## config.mk

```make
export PLATFORM = sky130hd
export DESIGN_NAME = dark_gated_motion_light_timer_top
export DESIGN_NICKNAME = d
export VERILOG_FILES = /design/src/rtl/core/dgml_pkg.sv /design/src/rtl/core/dark_gated_motion_light_timer_top.sv
export SDC_FILE = /design/constraint.sdc
export NUM_CORES = 1
export LEC_CHECK = 0
export BUFFER_PORTS_ARGS = -buffer_cell sky130_fd_sc_hd__buf_2
export CAP_MARGIN = 20
export CORE_MARGIN = 1
export CORE_UTILIZATION = 50
export DETAILED_ROUTE_END_ITERATION = 7
export PLACE_DENSITY_LB_ADDON = 0.05
export SYNTH_ARGS = -nofsm -noshare
export SYNTH_HDL_FRONTEND = slang
export SYNTH_SLANG_ARGS = --single-unit
```

## constraint.sdc

```tcl
create_clock -name clk -period 20.6 [get_ports clk]
set_input_delay 2.06 -clock clk [delete_from_list [all_inputs] [get_ports clk]]
set_output_delay 2.06 -clock clk [all_outputs]
set_load 0.01 [all_outputs]
```

## src/rtl/core/dgml_pkg.sv

```systemverilog
// types, constants and the light-level mapping for the dark-gated motion light timer
// no dependencies; imported by dark_gated_motion_light_timer_top

package dgml_pkg;

  typedef enum logic [1:0] {
    KIND_SAMPLE_TICK = 2'd0,
    KIND_ADC_RESULT  = 2'd1,
    KIND_MOTION_EDGE = 2'd2,
    KIND_LAMP_TICK   = 2'd3
  } kind_t;

  typedef enum logic [1:0] {
    CFG_DARK_THRESHOLD      = 2'd0,
    CFG_ON_TIME_TICKS       = 2'd1,
    CFG_SAMPLE_PERIOD_TICKS = 2'd2,
    CFG_INDICATOR_OFF_TICK  = 2'd3
  } cfg_index_t;

  typedef struct packed {
    kind_t       kind;
    logic [9:0]  adc_code;
  } in_word_t;

  typedef struct packed {
    logic        motion_lamp;
    logic        dark_lamp;
    logic        conversion_lamp;
    logic        start_conversion;
    logic [7:0]  light_level;
  } out_word_t;

  localparam logic [7:0] DARK_THRESHOLD_RST      = 8'd20;
  localparam logic [7:0] ON_TIME_TICKS_RST       = 8'd130;
  localparam logic [4:0] SAMPLE_PERIOD_TICKS_RST = 5'd25;
  localparam logic [4:0] INDICATOR_OFF_TICK_RST  = 5'd6;
  localparam logic [7:0] LEVEL_RST               = 8'd100;

  localparam int NUM_BANDS = 6;

  // band limits in converter codes, slope in q20 (applied to code x5), offset in q10
  localparam logic [9:0] BAND_LO [NUM_BANDS] = '{
    10'd306, 10'd570, 10'd691, 10'd781, 10'd830, 10'd871};
  localparam logic [9:0] BAND_HI [NUM_BANDS] = '{
    10'd569, 10'd690, 10'd780, 10'd829, 10'd870, 10'd888};
  localparam logic [18:0] BAND_SLOPE [NUM_BANDS] = '{
    19'd15391, 19'd38400, 19'd73728, 19'd132506, 19'd212378, 19'd315392};
  localparam logic [20:0] BAND_OFFSET [NUM_BANDS] = '{
    21'd17971, 21'd83507, 21'd204902, 21'd429670, 21'd754381, 21'd1193984};

  // piecewise linear code to level; a code outside every band keeps old_level
  function automatic logic [7:0] map_level(input logic [9:0] code,
                                           input logic [7:0] old_level);
    logic        hit;
    logic [18:0] slope;
    logic [20:0] offset;
    logic [12:0] code_x5;
    logic [31:0] prod;
    logic [21:0] prod_q10;
    logic [21:0] diff;
    logic [11:0] lvl;
    logic [7:0]  result;
    hit    = 1'b0;
    slope  = '0;
    offset = '0;
    for (int i = 0; i < NUM_BANDS; i++) begin
      if (code >= BAND_LO[i] && code <= BAND_HI[i]) begin
        hit    = 1'b1;
        slope  = BAND_SLOPE[i];
        offset = BAND_OFFSET[i];
      end
    end
    code_x5  = {1'b0, code, 2'b00} + {3'b000, code};
    prod     = {19'd0, code_x5} * {13'd0, slope};
    prod_q10 = prod[31:10];
    if (prod_q10 <= {1'b0, offset}) begin
      diff = '0;
    end else begin
      diff = prod_q10 - {1'b0, offset};
    end
    lvl = diff[21:10];
    if (lvl > 12'd255) begin
      result = 8'd255;
    end else begin
      result = lvl[7:0];
    end
    if (hit) begin
      return result;
    end
    return old_level;
  endfunction

endpackage

```

## src/rtl/core/dark_gated_motion_light_timer_top.sv

```systemverilog
// dark-gated motion light timer: event decode, light-level mapping, lamp timers
// depends on dgml_pkg

// Takes one event word per cycle (sample tick, converter result, motion edge or
// lamp tick) and returns exactly one output word per event with the lamp states,
// the conversion-start pulse and the current light level. The state registers
// and the output register load together at the accepting edge, and the output
// word is valid in the cycle after the event was taken. Input stall is asserted
// only while an output word is held by a stalled receiver, so while the receiver
// does not stall the sustained rate is one event per clock. The level mapping uses
// one 13x19 multiplier selected per band. Configuration writes are
// always ready and take effect on the next event.

module dark_gated_motion_light_timer_top
  import dgml_pkg::*;
(
  input  logic        clk,
  input  logic        rst,
  input  logic        in_valid,
  output logic        in_stall,
  input  in_word_t    in_word,
  output logic        out_valid,
  input  logic        out_stall,
  output out_word_t   out_word,
  input  logic        cfg_valid,
  output logic        cfg_ready,
  input  cfg_index_t  cfg_index,
  input  logic [7:0]  cfg_data
);

  logic [7:0] dark_threshold;
  logic [7:0] on_time_ticks;
  logic [4:0] sample_period_ticks;
  logic [4:0] indicator_off_tick;

  logic [7:0] level_reg, level_reg_next;
  logic       dark_flag, dark_flag_next;
  logic [4:0] sample_count, sample_count_next;
  logic [7:0] on_count, on_count_next;
  logic       on_timer_running, on_timer_running_next;
  logic       motion_lamp_reg, motion_lamp_reg_next;
  logic       conversion_lamp_reg, conversion_lamp_reg_next;
  logic       start_next;

  logic       accept;
  logic [4:0] sample_inc;
  logic [7:0] on_inc;
  logic [7:0] mapped_level;

  assign cfg_ready = 1'b1;
  assign in_stall  = out_valid & out_stall;
  assign accept    = in_valid & ~in_stall;

  always_ff @(posedge clk) begin
    if (rst) begin
      dark_threshold      <= DARK_THRESHOLD_RST;
      on_time_ticks       <= ON_TIME_TICKS_RST;
      sample_period_ticks <= SAMPLE_PERIOD_TICKS_RST;
      indicator_off_tick  <= INDICATOR_OFF_TICK_RST;
    end else if (cfg_valid && cfg_ready) begin
      unique case (cfg_index)
        CFG_DARK_THRESHOLD:      dark_threshold      <= cfg_data;
        CFG_ON_TIME_TICKS:       on_time_ticks       <= cfg_data;
        CFG_SAMPLE_PERIOD_TICKS: sample_period_ticks <= cfg_data[4:0];
        CFG_INDICATOR_OFF_TICK:  indicator_off_tick  <= cfg_data[4:0];
        default: ;
      endcase
    end
  end

  assign sample_inc   = sample_count + 5'd1;
  assign on_inc       = on_count + 8'd1;
  assign mapped_level = map_level(in_word.adc_code, level_reg);

  always_comb begin
    level_reg_next           = level_reg;
    dark_flag_next           = dark_flag;
    sample_count_next        = sample_count;
    on_count_next            = on_count;
    on_timer_running_next    = on_timer_running;
    motion_lamp_reg_next     = motion_lamp_reg;
    conversion_lamp_reg_next = conversion_lamp_reg;
    start_next               = 1'b0;
    unique case (in_word.kind)
      KIND_SAMPLE_TICK: begin
        sample_count_next = sample_inc;
        // indicator-off match wins over the period wrap
        if (sample_inc == indicator_off_tick) begin
          conversion_lamp_reg_next = 1'b0;
        end else if (sample_inc == sample_period_ticks) begin
          sample_count_next = '0;
          start_next        = 1'b1;
        end
      end
      KIND_ADC_RESULT: begin
        conversion_lamp_reg_next = 1'b1;
        level_reg_next           = mapped_level;
        if (mapped_level < dark_threshold) begin
          dark_flag_next = 1'b1;
        end else begin
          dark_flag_next       = 1'b0;
          motion_lamp_reg_next = 1'b0;
        end
      end
      KIND_MOTION_EDGE: begin
        if (dark_flag) begin
          on_count_next         = '0;
          motion_lamp_reg_next  = 1'b1;
          on_timer_running_next = 1'b1;
        end
      end
      KIND_LAMP_TICK: begin
        if (on_timer_running) begin
          on_count_next = on_inc;
          if (on_inc == on_time_ticks) begin
            on_count_next            = '0;
            motion_lamp_reg_next     = 1'b0;
            conversion_lamp_reg_next = 1'b0;
            on_timer_running_next    = 1'b0;
          end
        end
      end
      default: ;
    endcase
  end

  always_ff @(posedge clk) begin
    if (rst) begin
      level_reg           <= LEVEL_RST;
      dark_flag           <= 1'b0;
      sample_count        <= '0;
      on_count            <= '0;
      on_timer_running    <= 1'b0;
      motion_lamp_reg     <= 1'b0;
      conversion_lamp_reg <= 1'b0;
    end else if (accept) begin
      level_reg           <= level_reg_next;
      dark_flag           <= dark_flag_next;
      sample_count        <= sample_count_next;
      on_count            <= on_count_next;
      on_timer_running    <= on_timer_running_next;
      motion_lamp_reg     <= motion_lamp_reg_next;
      conversion_lamp_reg <= conversion_lamp_reg_next;
    end
  end

  // output word register
  always_ff @(posedge clk) begin
    if (rst) begin
      out_valid <= 1'b0;
    end else begin
      out_valid <= accept | (out_valid & out_stall);
    end
  end

  always_ff @(posedge clk) begin
    if (accept) begin
      out_word.motion_lamp      <= motion_lamp_reg_next;
      out_word.dark_lamp        <= dark_flag_next;
      out_word.conversion_lamp  <= conversion_lamp_reg_next;
      out_word.start_conversion <= start_next;
      out_word.light_level      <= level_reg_next;
    end
  end

`ifndef SYNTHESIS
  a_motion_needs_timer: assert property (@(posedge clk) disable iff (rst)
    motion_lamp_reg |-> on_timer_running)
    else $error("motion lamp on with on-timer stopped");

  a_start_only_on_sample: assert property (@(posedge clk) disable iff (rst)
    accept && in_word.kind != KIND_SAMPLE_TICK |=> !out_word.start_conversion)
    else $error("conversion start on a non-sample event");

  a_adc_lights_lamp: assert property (@(posedge clk) disable iff (rst)
    accept && in_word.kind == KIND_ADC_RESULT |=> conversion_lamp_reg
      && out_word.conversion_lamp)
    else $error("converter result did not light conversion lamp");

  a_motion_restart: assert property (@(posedge clk) disable iff (rst)
    accept && in_word.kind == KIND_MOTION_EDGE && dark_flag |=>
      motion_lamp_reg && on_timer_running && on_count == 8'd0)
    else $error("motion while dark did not restart on-timer");

  a_out_matches_state: assert property (@(posedge clk) disable iff (rst)
    accept |=> out_word.dark_lamp == dark_flag && out_word.light_level == level_reg)
    else $error("output word does not match state");
`endif

endmodule
```

* Word-level counts from Yosys, hierarchy flattened
Cells that the tools add are included.
Word-level totals: memory bits (read-only) 0, word-level logic and storage cells 116, memories 0, RAM bits 0, register bits 64, bits in latches 0, output and inout port bits 15
Operators by class: shift operators 0, multiply operators 1, magnitude comparators 15, reductions and logical operators 17, div/mod/pow operators 0, add/sub/neg operators 4, multiplexer cells 46, bitwise operators 5, eq/ne operators 11
Operator list (count):
- two-way mux 21 bit | 5
- two-way mux 19 bit | 5
- less-or-equal comparator 10 bit (second input constant) | 6
- two-way mux 8 bit | 7
- >= comparator 10 bit (second input constant) | 5
- multiplier 13 x 19 -> 32 bit | 1
- less-or-equal comparator 22 x 21 -> 1 bit | 1
- two-way mux 22 bit | 1
- subtractor 22 x 21 -> 22 bit | 1
- two-way mux 1 bit | 20
- one-hot mux 8 bit (2 select lines) | 1
- two-way mux 15 bit | 1
- two-way mux 14 bit | 1
- adder 12 x 10 -> 13 bit | 1
- greater-than comparator 12 x 8 -> 1 bit (second input constant) | 1
- equality test 5 bit | 2
- >= comparator 10 x 9 -> 1 bit (second input constant) | 1
- two-way mux 5 bit | 2
- AND reduction 2 bit | 5
- adder 8 x 1 -> 8 bit (second input constant) | 1
- equality test 2 bit (second input constant) | 4
- equality test 8 bit | 1
- < comparator 8 bit | 1
- logical AND 1 bit | 6
- 13 further kinds | 19

* Longest topological paths before layout
Gate-level depths: netlist of run 1.
depth after elaboration 18, gate-level depth with buffers 53, gate-level depth less buffers 53

* Worst setup path before layout of run 1
Ideal clock, no wire load.
path type in2reg, start point input in_word[0] in the netlist's numbering, end point register motion_lamp_reg, stages 51, required time 20.509 ns, library setup time 0.091 ns, setup slack 7.537 ns, arrival time 12.972 ns, path through ha_1 -> fa_1 -> a21oi_1 -> nor2_1 -> nor2_1 -> o21bai_1 -> a21oi_1 -> o21bai_1 -> a21oi_1 -> xor2_1 -> nor2_1 -> fa_1 -> inv_1 -> fa_1 -> inv_1 -> fa_1 -> fa_1 -> inv_1 -> (+15 left out) -> ha_1 -> nand4_1 -> nor2_1 -> nand2_1 -> or4_1 -> a211oi_1 -> a31oi_1 -> a31o_2 -> o311ai_4 -> a21oi_1 -> or2_2 -> ha_1 -> nand4_1 -> o21ai_0 -> nor3_1 -> and2_1 -> a21oi_1 -> a311oi_1
On the way: cells in the longest elaborated chain, start to end 18, elaborated cells between the ends (all ways) 49, those cells by class add/sub: 2; mul: 1; order compare: 15; mux: 25; reduce/logical: 6
Ends and longest elaborated chain:
- from (decl) | RTL line dark_gated_motion_light_timer_top.sv:21 | input in_word_t in_word,
- >= comparator 10 x 9 -> 1 bit / less-or-equal comparator 10 bit (equally long branches) | RTL line dgml_pkg.sv:67 | if (code >= BAND_LO[i] && code <= BAND_HI[i]) begin
- logical AND 1 bit | RTL line dgml_pkg.sv:67
- two-way mux 14 bit | RTL line dgml_pkg.sv:67
- two-way mux 19 bit (5 in a row) | RTL line dgml_pkg.sv:67
- multiplier 13 x 19 -> 32 bit | RTL line dgml_pkg.sv:74 | prod = {19'd0, code_x5} * {13'd0, slope};
- subtractor 22 x 21 -> 22 bit / less-or-equal comparator 22 x 21 -> 1 bit (equally long branches) | RTL line dgml_pkg.sv:79, dgml_pkg.sv:76
- two-way mux 22 bit | RTL line dgml_pkg.sv:76 | if (prod_q10 <= {1'b0, offset}) begin
- greater-than comparator 12 x 8 -> 1 bit | RTL line dgml_pkg.sv:82 | if (lvl > 12'd255) begin
- two-way mux 8 bit | RTL line dgml_pkg.sv:82
- two-way mux 8 bit | RTL line dgml_pkg.sv:87 | if (hit) begin
- two-way mux 8 bit (*) | RTL line dgml_pkg.sv:90 | return old_level;
- < comparator 8 bit (*) | RTL line dark_gated_motion_light_timer_top.sv:98 | if (mapped_level < dark_threshold) begin
- two-way mux 1 bit (*) | RTL line dark_gated_motion_light_timer_top.sv:98
- one-hot mux 1 bit (3 select lines) (*) | RTL line dark_gated_motion_light_timer_top.sv:84 | unique case (in_word.kind)
- to (signal assigned) | RTL line dark_gated_motion_light_timer_top.sv:142 | motion_lamp_reg <= motion_lamp_reg_next;
- to (decl) | RTL line dark_gated_motion_light_timer_top.sv:41 | logic motion_lamp_reg, motion_lamp_reg_next;
Mark *: on every way between the ends. The rest lies on a longest branch, timed or not. The select of a mux whose other input is x is not followed. A chain may end at the register's enable or synchronous reset.

* Worst setup path after layout of run 1
Same ends and word-level chain as after synthesis.

==> reports/results.ini, run 1 <==
[cts]
clkTransAtPathRegs_ns = 0.06
postCtsHoldBufs = 0
cts_tree = yes
htreeDepth = 3
cts.sinks = 64
cts_buffer_depth = 2
clock_tree.root_cell = clkbuf_16
cts_setup_buffers = 0
clk_latency_ns = 0.34
cts_buffers = 9
post_cts_resized = 0

[sta]
hold_violations = 0
fin_skew_ns = 0.00821
drv_slew = 0
finalCritPeriodShare = 0.704
tightest_slew_ns = 1.04
grt_setup_unrepaired = false
setup_tns_ns = 0
clock.fmax_mhz = 69.0
setup_viol = 0
relSlewSlack = 0.304
period_needed_ns = 14.50

[power_and_ir_drop]
p_clk_frac = 0.100
leakage_uw = 0.00638
swShare = 0.527
p_int_uw = 798
p_sw_uw = 890
seq_power_share = 0.084
irDropWorstVdd_mv = 0.113
p_comb_frac = 0.816
powerDensity_mw_per_mm2 = 136

[worst_setup_path]
cp_slowest_cell = or4_1
path_max_fanout = 17
startpoint_type = input pin
slowest_delay_ns = 0.57
worstPathRequired_ns = 20.84
worstPathArrival_ns = 14.74
critPathKind = in2reg
endpoint_kind = flip-flop

[place]
portBuffers = 40
place_congestion = 0.912
hpwl_um = 24800
postPlaceCellArea_mm2 = 0.0121

[yosys]
synth_most_common_cell = inv_1
synth_edf_count = 12
yosysWarnings = 0
syn-cell-area_mm2 = 0.0116
synth_common_cells = inv_1 (255), nor2_1 (169), fa_1 (159)
synth_area_per_cell_um2 = 8.48
synth_top_cell_by_area = fa_1
ys_seq_area_frac = 0.121
synth_area_leaders = fa_1 (27%), ha_1 (14%), dfxtp_1 (9.0%), inv_1 (8.3%), nor2_1 (5.5%)
yosys_most_used_dff = dfxtp_1
synth_top_area_share = 0.275
synthCells = 1365
synthArstFlopShare = 0
yosysUniqueCellTypes = 77
ys_ff_latch = 64

[final_layout]
n_antenna_cell = 0
drive_gt1_frac = 0.0685
largest_register = out_word
nets = 1715
largest_reg_flops = 12
fin_area_mm2 = 0.0124
syn2layout_area_growth_pct = 7.40

[job]
drv_cap = 0

[die]
core_mm2 = 0.0226
die_h_um = 154
initial_core_util = 0.511
die_area_mm2 = 0.0238
num_rows = 55
ios = 42
die_x_um = 154

[route]
ant_nets = 0
drt_iter0_markers = 701
num_vias = 9262
routed_wirelength_um = 29200
drc = 0
wl_per_cell_um = 17.3
vias_per_cell = 5.49
first_pass_iters = 5

[global_route]
overflow = 0
track_usage = 0.263
antenna_found_initial = 0
grt_start_max_net_pins = 54
grt_pass1_wl_um = 48400
first_global_vias = 9118

[hold_path]
hold_class = reg2reg

[status]
outcome = finished clean

==> per-layer routing <==
layer,up-vias,track usage,part of all wire
met4,0,0.0529,0.018
met2,245,0.417,0.45
li1,4486,-,-
met1,4498,0.383,0.47
met5,-,0,0
met3,33,0.0372,0.054
==> worst max-delay path: cells and delay by family <==
| kind | cells | cell delay (ns) |
|---|---|---|
| AO/OA/AOI/OAI | 21 | 4.35 |
| adder cells (fa/ha/maj) | 10 | 4.22 |
| AND/OR/NAND/NOR | 15 | 3.11 |
| XOR/XNOR | 1 | 0.56 |
| buffers and inverters | 5 | 0.39 |
==> power groups by stage <==
stage          clock [uW]  combinational, uW  sequential [uW]
6_report              169               1380              141
5_1_grt               178               1550              142
4_1_cts               172               1380              141
3_5_place_dp            0               1360              144
3_3_place_gp            0               1380              144
2_1_floorplan           0               1040              145
==> cell usage in the layout, fill, tap and decap left out, drive strengths merged, types with 28 or more instances in the layout <==
master,Yosys,routed
inv,256,258
nor2,169,169
fa,159,159
ha,132,132
nand2,92,92
a21oi,65,65
buf,5,53
dfxtp,52,52
and2,39,39
xnor2,38,38
o21ai,33,33
nand3,29,29
xor2,28,28
==> through the flow <==
| step | cells | util | hold slack (ns) | worst slack (ns) | power, uW |
|---|---|---|---|---|---|
| 2_1_floorplan | 1367 | - | 0.453 | 7.54 | 1190 |
| 3_3_place_gp | 1671 | 0.535 | 0.470 | 6.10 | 1520 |
| 3_5_place_dp | 1671 | 0.535 | 0.475 | 5.91 | 1510 |
| 4_1_cts | 1687 | 0.549 | 0.489 | 6.19 | 1690 |
| 5_1_grt | 1687 | 0.549 | 0.508 | 5.15 | 1870 |
| 6_report | 1687 | 0.549 | 0.488 | 6.10 | 1690 |
==> worst paths after layout <==
check	from	to	slack, ns	depth (start not counted)
worst max-delay path	in_word[0]	motion_lamp_reg	6.10	52
worst min-delay path	sample_period_ticks[3]	sample_period_ticks[3]	0.49	1
worst max register to register	on_count[0]	conversion_lamp_reg	17.63	12
worst min register to register	sample_period_ticks[3]	sample_period_ticks[3]	0.49	1
==> kinds of logic (layout without fill, tap and decap cells) <==
group,Yosys count,in the layout,share of synthesized area
AND/OR/NAND/NOR,427,427,0.176
other,2,4,0.000649
adder cells (fa/ha/maj),291,291,0.418
XOR/XNOR,66,66,0.0499
flip-flops,64,64,0.121
AO/OA/AOI/OAI,211,211,0.128
buffers and inverters,291,326,0.0955
multiplexers,13,13,0.0116
==> cell type report <==
type                    count  area [um2]
clock inverters             6        90.1
well taps                 285         357
flip-flops and latches     64        1400
repair buffers             53         298
fillers                  2184       10200
clock buffers              10         239
multi-input cells        1012        9080
inverters                 257         965
Power figures use the tool's default switching activity.
==> inputs of run 2 (changes only) <==
clock period = 12 ns   (was 20.6 ns; I/O delays follow)
==> reports/results.ini, run 2 (synthesis results as in run 1) <==
[status]
outcome = finished clean

[worst_setup_path]
cp_slowest_cell = or4b_1
startpoint_type = input pin
reg2reg_depth = 12
slowest_delay_ns = 0.54
path_max_fanout = 6
critical_path.top_delay_family = compound AO/OA/AOI/OAI gates
r2r-start = on_count[0]
worstPathRequired_ns = 12.23
worstPathArrival_ns = 11.81
critPathKind = in2reg
regToRegSetupSlack_ns = 8.93
crit_buf_inv = 8
endpoint_kind = flip-flop
r2r_end = conversion_lamp_reg

[final_layout]
fillCellCount = 2055
final_common_cell = inv_1
largest_reg_flops = 12
syn2layout_area_growth_pct = 18.3
largest_register = out_word
nets = 1852
final_cell_mix = inv_1 (254), nor2_1 (166), fa_1 (158), buf_4 (149), ha_1 (125)
drive_gt1_frac = 0.183
n_antenna_cell = 0

[place]
place_congestion = 0.944
portBuffers = 40
hpwl_um = 26800

[sta]
relSlewSlack = 0.313
clock.fmax_mhz = 86.3
drv_slew = 0
holdWs_ns = 0.489
finalCritPeriodShare = 0.965
setup_viol = 0
setup_tns_ns = 0
tightest_slew_ns = 1.03
period_needed_ns = 11.58
hold_violations = 0
fin_skew_ns = 0.00807

[route]
first_pass_iters = 5
routed_wirelength_um = 31500
vias_per_cell = 5.46
drc = 0
ant_nets = 0
drt_iter0_markers = 633
num_vias = 9951
wl_per_cell_um = 17.2

[die]
core_mm2 = 0.0226
initial_core_util = 0.511
die_x_um = 154
ios = 42
die_area_mm2 = 0.0238
num_rows = 55
die_h_um = 154

[cts]
htreeDepth = 3
cts_buffer_depth = 2
cts.sinks = 64
cts_buffers = 9
clkTransAtPathRegs_ns = 0.06
clock_tree.root_cell = clkbuf_16
clk_latency_ns = 0.33
cts_tree = yes

[global_route]
grt_start_max_net_pins = 54
overflow = 0
grt_pass1_wl_um = 52000
antenna_found_initial = 0
first_global_vias = 10200
track_usage = 0.282

[hold_path]
min_delay_worst_endpoint = sample_period_ticks[3]
hp-start = sample_period_ticks[3]
hold_class = reg2reg
whs_path_depth = 1

[power_and_ir_drop]
powerDensity_mw_per_mm2 = 235
leakage_uw = 0.00705
irDropWorstVdd_mv = 0.302

[job]
drv_cap = 0

## run 2: changes by cell type in the layout (fill, tap and decap cells not counted), moves of 7 or more
cell     before  now
ha_1        132  125
a21oi_2       0   15
ha_4          0    7
buf_4        13  149
a21oi_1      65   50
## run 2: layout make-up
cell class              count  area, um2  area share
multi-input cells        1012       9380       0.685
clock inverters             6       36.3     0.00265
inverters                 257        965      0.0704
well taps                 285        357      0.0260
clock buffers              10        229      0.0167
flip-flops and latches     64       1400       0.102
repair buffers            190       1330      0.0973
## run 2: through the flow
stage / utilization / total power (uW) / setup WS, ns / std cells / cell area [um2]
floorplan: - / 2040 / 0.0216 / 1367 / 11600
global placement: 0.577 / 2840 / -0.274 / 1797 / 13100
detailed placement: 0.577 / 2860 / -0.529 / 1797 / 13100
CTS: 0.590 / 3120 / 0.0243 / 1815 / 13400
global route: 0.605 / 3580 / -0.0905 / 1824 / 13700
finish: 0.605 / 3220 / 0.417 / 1824 / 13700
## run 2: worst max path at each step
stage,start,end,slack (ns),cells after the start
after floorplan,in_word[0],motion_lamp_reg,0.02,51
after global placement,in_word[2],motion_lamp_reg,-0.27,52
after detailed placement,in_word[2],motion_lamp_reg,-0.53,52
after CTS,in_word[1],out_word[11],0.02,53
after global routing,in_word[1],motion_lamp_reg,-0.09,53
final,in_word[1],motion_lamp_reg,0.42,53
## run 2: repair_timing
action	CTS	global route
endpoints found under the hold margin	0	0
pin swaps	1	47
cloned	0	0
hold buffers	0	0
buffers inserted	2	9
endpoints found under the setup margin	3	4
gates resized for setup	6	52
## run 2: metal layers
| layer | GRT usage | up-vias | routed length, um |
|---|---|---|---|
| li1 | - | 4760 | - |
| met1 | 0.393 | 4859 | 14500 |
| met2 | 0.461 | 285 | 14400 |
| met3 | 0.0400 | 47 | 1790 |
| met4 | 0.0705 | 0 | 801 |
| met5 | 0 | - | 0 |
## run 2: worst reg2reg max path, delay by kind of cell, from the launching register on
kind                     cells  cell delay (ns)
adder cells (fa/ha/maj)      1             0.26
multiplexers                 2             0.45
flip-flops                   1             0.42
AND/OR/NAND/NOR              7             1.52
XOR/XNOR                     2             0.26
## run 2: where the power goes
part | internal, uW | switching, uW | total, uW
Clock | 138 | 95.9 | 234
Combinational | 1230 | 1510 | 2750
Sequential | 236 | 8.03 | 244
